--- config.mk ---
export PLATFORM = sky130hd
export DESIGN_NAME = software_timer_bank_core
export DESIGN_NICKNAME = d
export VERILOG_FILES = /design/src/sftb_pkg.sv /design/src/software_timer_bank_core.sv
export SDC_FILE = /design/constraint.sdc
export NUM_CORES = 1
export LEC_CHECK = 0
export BUFFER_PORTS_ARGS = -buffer_cell sky130_fd_sc_hd__buf_4
export CAP_MARGIN = 20
export CORE_MARGIN = 2
export CORE_UTILIZATION = 40
export DETAILED_ROUTE_END_ITERATION = 16
export PLACE_DENSITY = 0.57
export SLEW_MARGIN = 20
export SYNTH_ARGS = -nofsm -noshare
export SYNTH_HDL_FRONTEND = slang
export SYNTH_SLANG_ARGS = --single-unit
--- constraint.sdc ---
create_clock -name clk -period 2.9 [get_ports clk]
set_input_delay 0.435 -clock clk [delete_from_list [all_inputs] [get_ports clk]]
set_output_delay 0.435 -clock clk [all_outputs]
set_load 0.01 [all_outputs]
--- src/sftb_pkg.sv ---
package sftb_pkg;

  localparam int MAX_RESULTS = 8;
  localparam int RES_CNT_W   = $clog2(MAX_RESULTS + 1);

  typedef enum logic [2:0] {
    OP_TICK      = 3'd0,
    OP_START_ONE = 3'd1,
    OP_START_CYC = 3'd2,
    OP_RETRIG    = 3'd3,
    OP_STOP      = 3'd4,
    OP_QUERY     = 3'd5
  } op_t;

  typedef struct packed {
    logic [2:0] operation;
    logic [2:0] timer_index;
    logic [7:0] delay_ticks;
  } sftb_in_t;

  typedef struct packed {
    logic [2:0] which_timer;
    logic       expired;
    logic       is_running;
    logic       last_result;
  } sftb_out_t;

endpackage

--- src/software_timer_bank_core.sv ---
// command: result strobed the cycle after the transfer, busy stays low, one command per cycle
// tick: busy through the SWEEP, DRAIN and FLUSH states, as the count and target memories are swept
//   (one timer per cycle); each of up to MAX_RESULTS expiries is strobed once the next one is
//   found, the last one from FLUSH; no new tick is taken until the sweep is through
// results are strobed for one cycle and cannot be stalled by the receiver
// reset (synchronous, active low): all timers stopped, targets read as zero; counts are not reset
module software_timer_bank_core #(
  parameter int NUM_TIMERS  = 8,
  parameter int COUNT_WIDTH = 8
) (
  input  logic                clk,
  input  logic                rst_n,
  input  logic                start,
  input  sftb_pkg::sftb_in_t  in_cmd,
  output logic                busy,
  output logic                out_valid,
  output sftb_pkg::sftb_out_t out_res
);
  import sftb_pkg::*;

  localparam int IDX_W = (NUM_TIMERS > 1) ? $clog2(NUM_TIMERS) : 1;
  localparam logic [IDX_W-1:0] LAST_IDX = IDX_W'(NUM_TIMERS - 1);

  typedef enum logic [3:0] {
    ST_IDLE  = 4'b0001,
    ST_SWEEP = 4'b0010,
    ST_DRAIN = 4'b0100,
    ST_FLUSH = 4'b1000
  } state_t;

  state_t                 state_r, state_nxt;
  logic [IDX_W-1:0]       rd_idx_r, rd_idx_nxt;
  logic                   p_vld_r, p_vld_nxt;
  logic [IDX_W-1:0]       p_idx_r;
  logic [COUNT_WIDTH-1:0] cnt_rd_r, tgt_rd_r;
  logic [NUM_TIMERS-1:0]  run_r, run_nxt;
  logic [NUM_TIMERS-1:0]  cyc_r, cyc_nxt;
  logic [NUM_TIMERS-1:0]  tgt_vld_r, tgt_vld_nxt;
  logic                   pend_vld_r, pend_vld_nxt;
  sftb_out_t              pend_r, pend_nxt;
  logic [RES_CNT_W-1:0]   res_cnt_r, res_cnt_nxt;
  logic                   out_valid_r, out_valid_nxt;
  sftb_out_t              out_res_r, out_res_nxt;

  logic [COUNT_WIDTH-1:0] cnt_mem [NUM_TIMERS];
  logic [COUNT_WIDTH-1:0] tgt_mem [NUM_TIMERS];
  logic                   cnt_we, tgt_we;
  logic [IDX_W-1:0]       cnt_wa;
  logic [COUNT_WIDTH-1:0] cnt_wd, tgt_wd;

  logic                   accept;
  logic [IDX_W-1:0]       cmd_idx;
  logic                   cmd_in_range;
  logic [COUNT_WIDTH-1:0] cnt_inc, tgt_eff;
  logic                   p_run, p_cyc, p_act, p_hit, p_emit;

  assign busy      = (state_r != ST_IDLE);
  assign accept    = start && !busy;
  assign out_valid = out_valid_r;
  assign out_res   = out_res_r;

  assign cmd_idx      = IDX_W'(in_cmd.timer_index);
  assign cmd_in_range = int'(in_cmd.timer_index) < NUM_TIMERS;

  // shared increment and compare, one timer per cycle
  assign p_run   = run_r[p_idx_r];
  assign p_cyc   = cyc_r[p_idx_r];
  assign cnt_inc = cnt_rd_r + COUNT_WIDTH'(1);
  assign tgt_eff = tgt_vld_r[p_idx_r] ? tgt_rd_r : '0;
  assign p_act   = p_vld_r && p_run;
  assign p_hit   = p_act && (cnt_inc == tgt_eff);
  assign p_emit  = p_hit && (res_cnt_r < RES_CNT_W'(MAX_RESULTS));

  always_comb begin
    state_nxt     = state_r;
    rd_idx_nxt    = rd_idx_r;
    p_vld_nxt     = 1'b0;
    run_nxt       = run_r;
    cyc_nxt       = cyc_r;
    tgt_vld_nxt   = tgt_vld_r;
    pend_vld_nxt  = pend_vld_r;
    pend_nxt      = pend_r;
    res_cnt_nxt   = res_cnt_r;
    out_valid_nxt = 1'b0;
    out_res_nxt   = out_res_r;
    cnt_we        = 1'b0;
    cnt_wa        = cmd_idx;
    cnt_wd        = '0;
    tgt_we        = 1'b0;
    tgt_wd        = COUNT_WIDTH'(in_cmd.delay_ticks);

    case (state_r)
      ST_IDLE: begin
        if (accept) begin
          if (in_cmd.operation == OP_TICK) begin
            state_nxt    = ST_SWEEP;
            rd_idx_nxt   = '0;
            res_cnt_nxt  = '0;
            pend_vld_nxt = 1'b0;
          end else begin
            if (cmd_in_range) begin
              case (in_cmd.operation)
                OP_START_ONE, OP_START_CYC: begin
                  cnt_we               = 1'b1;
                  tgt_we               = 1'b1;
                  tgt_vld_nxt[cmd_idx] = 1'b1;
                  cyc_nxt[cmd_idx]     = (in_cmd.operation == OP_START_CYC);
                  run_nxt[cmd_idx]     = 1'b1;
                end
                OP_RETRIG: begin
                  cnt_we           = 1'b1;
                  run_nxt[cmd_idx] = 1'b1;
                end
                OP_STOP: begin
                  run_nxt[cmd_idx] = 1'b0;
                end
                default: begin
                end
              endcase
            end
            out_valid_nxt           = 1'b1;
            out_res_nxt.which_timer = in_cmd.timer_index;
            out_res_nxt.expired     = 1'b0;
            out_res_nxt.is_running  = cmd_in_range ? run_nxt[cmd_idx] : 1'b0;
            out_res_nxt.last_result = 1'b1;
          end
        end
      end
      ST_SWEEP: begin
        p_vld_nxt = 1'b1;
        if (rd_idx_r == LAST_IDX) begin
          state_nxt = ST_DRAIN;
        end else begin
          rd_idx_nxt = rd_idx_r + IDX_W'(1);
        end
      end
      ST_DRAIN: begin
        state_nxt = ST_FLUSH;
      end
      ST_FLUSH: begin
        if (pend_vld_r) begin
          out_valid_nxt           = 1'b1;
          out_res_nxt             = pend_r;
          out_res_nxt.last_result = 1'b1;
          pend_vld_nxt            = 1'b0;
        end
        state_nxt = ST_IDLE;
      end
      default: begin
        state_nxt = ST_IDLE;
      end
    endcase

    // timer in the process stage of the sweep
    if (p_act) begin
      cnt_we = 1'b1;
      cnt_wa = p_idx_r;
      cnt_wd = (p_hit && p_cyc) ? '0 : cnt_inc;
      if (p_hit && !p_cyc) begin
        run_nxt[p_idx_r] = 1'b0;
      end
    end

    // an expiry is held back one find so the final one can carry last_result
    if (p_emit) begin
      if (pend_vld_r) begin
        out_valid_nxt = 1'b1;
        out_res_nxt   = pend_r;
      end
      pend_vld_nxt         = 1'b1;
      pend_nxt.which_timer = 3'(p_idx_r);
      pend_nxt.expired     = 1'b1;
      pend_nxt.is_running  = p_cyc;
      pend_nxt.last_result = 1'b0;
      res_cnt_nxt          = res_cnt_r + RES_CNT_W'(1);
    end
  end

  always_ff @(posedge clk) begin
    if (!rst_n) begin
      state_r     <= ST_IDLE;
      rd_idx_r    <= '0;
      p_vld_r     <= 1'b0;
      run_r       <= '0;
      cyc_r       <= '0;
      tgt_vld_r   <= '0;
      pend_vld_r  <= 1'b0;
      res_cnt_r   <= '0;
      out_valid_r <= 1'b0;
    end else begin
      state_r     <= state_nxt;
      rd_idx_r    <= rd_idx_nxt;
      p_vld_r     <= p_vld_nxt;
      run_r       <= run_nxt;
      cyc_r       <= cyc_nxt;
      tgt_vld_r   <= tgt_vld_nxt;
      pend_vld_r  <= pend_vld_nxt;
      res_cnt_r   <= res_cnt_nxt;
      out_valid_r <= out_valid_nxt;
    end
  end

  always_ff @(posedge clk) begin
    p_idx_r   <= rd_idx_r;
    pend_r    <= pend_nxt;
    out_res_r <= out_res_nxt;
  end

  // count and target memories
  always_ff @(posedge clk) begin
    if (cnt_we) begin
      cnt_mem[cnt_wa] <= cnt_wd;
    end
    cnt_rd_r <= cnt_mem[rd_idx_r];
  end

  always_ff @(posedge clk) begin
    if (tgt_we) begin
      tgt_mem[cmd_idx] <= tgt_wd;
    end
    tgt_rd_r <= tgt_mem[rd_idx_r];
  end

  a_cmd_result: assert property (@(posedge clk) disable iff (!rst_n)
    (accept && in_cmd.operation != OP_TICK) |=>
      (out_valid && out_res.last_result && !out_res.expired))
    else $error("command transfer not followed by its result");

  a_tick_quiet: assert property (@(posedge clk) disable iff (!rst_n)
    (accept && in_cmd.operation == OP_TICK) |=> !out_valid)
    else $error("result strobed right after tick transfer");

  a_expiry_in_sweep: assert property (@(posedge clk) disable iff (!rst_n)
    (out_valid && out_res.expired) |-> $past(busy))
    else $error("expiry result outside a tick sweep");

  a_cmd_last: assert property (@(posedge clk) disable iff (!rst_n)
    (out_valid && !out_res.expired) |-> out_res.last_result)
    else $error("command result without last_result");

endmodule
==> summary.txt <==
STA
  – Final setup violation count: 0
  – RSZ-0062 raised after global routing: no
  – Worst slew pin tran: 692.1 ps
  – Final slew viol count: 0
  – FMAX: 357.2 MHz
  – Slew headroom: 53.37%
  – Final Hold Vio Count: 0
  – Worst Skew: 14.28 ps
  – Final Cycle Share: 96.54%
  – Final worst path period need: 2800 ps

Clock tree
  – CTS tree: done
  – Clock tree buffer depth: 2
  – Root buf cell: clkbuf_16
  – TritonCTS Buffers: 17
  – Clk slew on worst S/H paths: 70 ps
  – Worst-skew pair later-pin latency: 430 ps
  – H-tree lvl count: 4
  – CTS Sinks: 195
  – Hold buffers post-CTS: 0

Synth
  – Asr flop ratio synth: 0%
  – Mapped Nets: 593
  – Register area share after synthesis: 63.81%
  – Post-Syn Area: 8188 sq um
  – Yosys warnings: 0
  – Post-synth EDFFs: 132
  – Synth Flop Type: edfxtp_1
  – Cell variety after synth: 69
  – Cells after Synth: 572
  – #FFs+latches synth: 195
  – Syn Area/Cell: 14.31 sq um

Outcome
  – Status: finished clean

Global route
  – Initial antenna violation count: 0
  – Total gr overflow: 0
  – Gr usage total: 17.44%
  – Largest net degree at the start of global routing: 38
  – Vias in the first global route: 5245
  – First-pass GRT wire length: 28700 um

Worst setup path
  – CP arrival: 2950 ps
  – Worst Setup End Kind: register
  – Worst path required time: 3050 ps
  – Crit path launch type: register
  – R2R depth: 10
  – Worst Path Max Fanout: 8
  – Worst setup path category: reg2reg

Pwr
  – LEAKAGE: 3.306 nW
  – PD cells: 546.1 nW/um^2
  – Peak VDD IR: 0.2886 mV

Layout
  – NumNets Final: 666
  – Filler-free cell count of the finished design: 928
  – Area Growth Syn to Fin: 18.44%
  – Share of cells above drive strength 1: 29.79%
  – Design area: 9698 sq um
  – Antenna Cells: 0

Routing
  – Initial DRC count: 422
  – Antenna viol nets, final: 0
  – First drt pass iteration count: 7
  – Avg WL per Cell: 19.35 um
  – Via count: 5060
  – DR vias/cell: 5.453
  – DRC viols: 0
  – Total wire length: 17960 um

Place
  – IO Port Bufs: 24
  – Area after DPL: 9065 sq um
  – Dpl cells: 895
  – Placer congestion estimate: 0.8425
  – Dpl hpwl: 12000 um

Floorplanning
  – Core ar.: 20170 sq um
  – Initial Util: 40.60%
  – Die width: 147.1 um
  – Rows: 52
  – Die ar.: 21630 sq um
  – Die height: 147.1 um
  – Ports: 25

Hold path
  – Hold Crit Depth: 1
  – Worst min-delay path class: in2reg

Flow run
  – Max_cap viols: 0
## metal layers
metal / wire length [um] / vias to the layer above / global-route usage [%] / share of wire, %
met5: 0 / - / 0 / 0
met3: 727 / 17 / 3.447 / 4.0
met2: 8821 / 124 / 28.79 / 49
met4: 212 / 0 / 4.663 / 1.2
li1: - / 2358 / - / -
met1: 8197 / 2561 / 23.82 / 46
## synth_stat cells, types with 5 or more instances
library cell	number	area (sq um)
edfxtp_1	132	3964
dfxtp_1	63	1261
nand2_1	41	153.9
nor2_1	40	150.1
mux4_2	35	788.3
o21ai_0	26	130.1
clkbuf_1	20	75.07
mux2_2	18	202.7
a31oi_1	13	81.33
nand3_1	13	65.06
a21boi_0	12	90.09
inv_1	10	37.54
o21a_1	10	75.07
a21oi_1	9	45.04
nor2b_1	9	56.30
a22o_1	7	61.31
mux2i_1	7	70.07
and2_1	6	37.54
nand2b_1	6	37.54
nor3_1	6	30.03
nand4_1	5	31.28
## placed cells by master, fill, tap and decap left out, drive strengths merged, types with 3 or more instances in the layout
master,instances
nor3,7
nor2b,9
mux4,35
o221ai,4
ha,4
o31ai,4
nand3,13
nand3b,3
edfxtp,132
nor3b,4
nor4,3
and2b,3
dfxtp,63
clkbuf,24
a21oi,9
o21a,10
a21boi,14
clkinv,3
xnor2,4
mux2,19
mux2i,7
buf,85
a31oi,13
and2,7
or3,4
nand4,5
nor2,40
nand2b,6
inv,13
nand2,41
a22o,7
xor2,4
o21ai,26
## critical path: stages, from the launching register on
cell,delay [ps]
dfxtp_4,380
and2b_1,210
and3_2,230
buf_4,140
o31ai_4,240
xor2_1,90
a2111o_1,410
or3_4,410
o21bai_4,140
buf_12,140
nor2_1,110
## report_power, final
group | internal (mW) | switching (mW)
clock | 1.15 | 0.976
sequential | 2.98 | 0.0145
combinational | 0.0790 | 0.104
total | 4.20 | 1.10
## path summary, 6_finish.rpt
path                                                   to                      start  slack [ps]
worst max-delay path              cnt_mem[1][4]$_DFFE_PP_         p_idx_r[2]$_DFF_P_         100
worst min register to register  tgt_vld_r[2]$_SDFFE_PN0P_  tgt_vld_r[2]$_SDFFE_PN0P_         470
worst min-delay path              tgt_mem[3][2]$_DFFE_PP_                  in_cmd[2]         240
worst max register to register    cnt_mem[1][4]$_DFFE_PP_         p_idx_r[2]$_DFF_P_         100
## area by class of cell
type                    instances  area (sq um)
clock inverters                 8         55.05
repair buffers                 85         679.4
well taps                     270         337.8
inverters                      10         37.54
flip-flops and latches        195          5239
clock buffers                  24         471.7
fillers                      1785         10470
multi-input cells             336          2878
## registers in the layout, summed over array words and instances (netlist names)
| name | cells |
|---|---|
| cnt_mem | 64 |
| tgt_vld_r | 8 |
| pend_r | 4 |
| rd_idx_r | 3 |
| pend_vld_r | 1 |
| cyc_r | 8 |
| out_valid | 1 |
| tgt_rd_r | 8 |
| res_cnt_r | 4 |
| cnt_rd_r | 8 |
| tgt_mem | 64 |
| p_idx_r | 3 |
| run_r | 8 |
| state_r | 4 |
| out_res | 6 |
| p_vld_r | 1 |
## logic make-up (layout without fill, tap and decap cells)
group | after synthesis | after routing | synth area share [%]
multiplexers | 61 | 61 | 13.10
XOR/XNOR | 8 | 8 | 0.8557
AND/OR/NAND/NOR | 153 | 153 | 9.643
flip-flops | 195 | 195 | 63.81
adder cells (fa/ha/maj) | 4 | 4 | 0.6113
buffers and inverters | 41 | 127 | 2.124
AO/OA/AOI/OAI | 110 | 110 | 9.856
## per-stage QoR
step	hold WS, ps	TNS [ps]	util (%)	setup WS (ps)	power, mW
final	237.2	0	48.08	100.4	5.296
after detailed placement	443.4	-5126	44.94	-101.3	3.233
after global routing	228.0	0	48.08	1.858	5.464
after floorplan	352.9	0	-	2.023	3.144
after CTS	226.0	0	47.72	25.35	5.325
after global placement	454.0	-2243	44.94	-43.30	3.229
## timing repair
action / 4_1_cts / 5_1_grt
pin swaps: 1 / 9
endpoints found under the hold margin: 0 / 0
endpoints found under the setup margin: 88 / 68
buffers inserted: 1 / 0
resized for setup: 8 / 16
(Power assumes the default switching activity.)
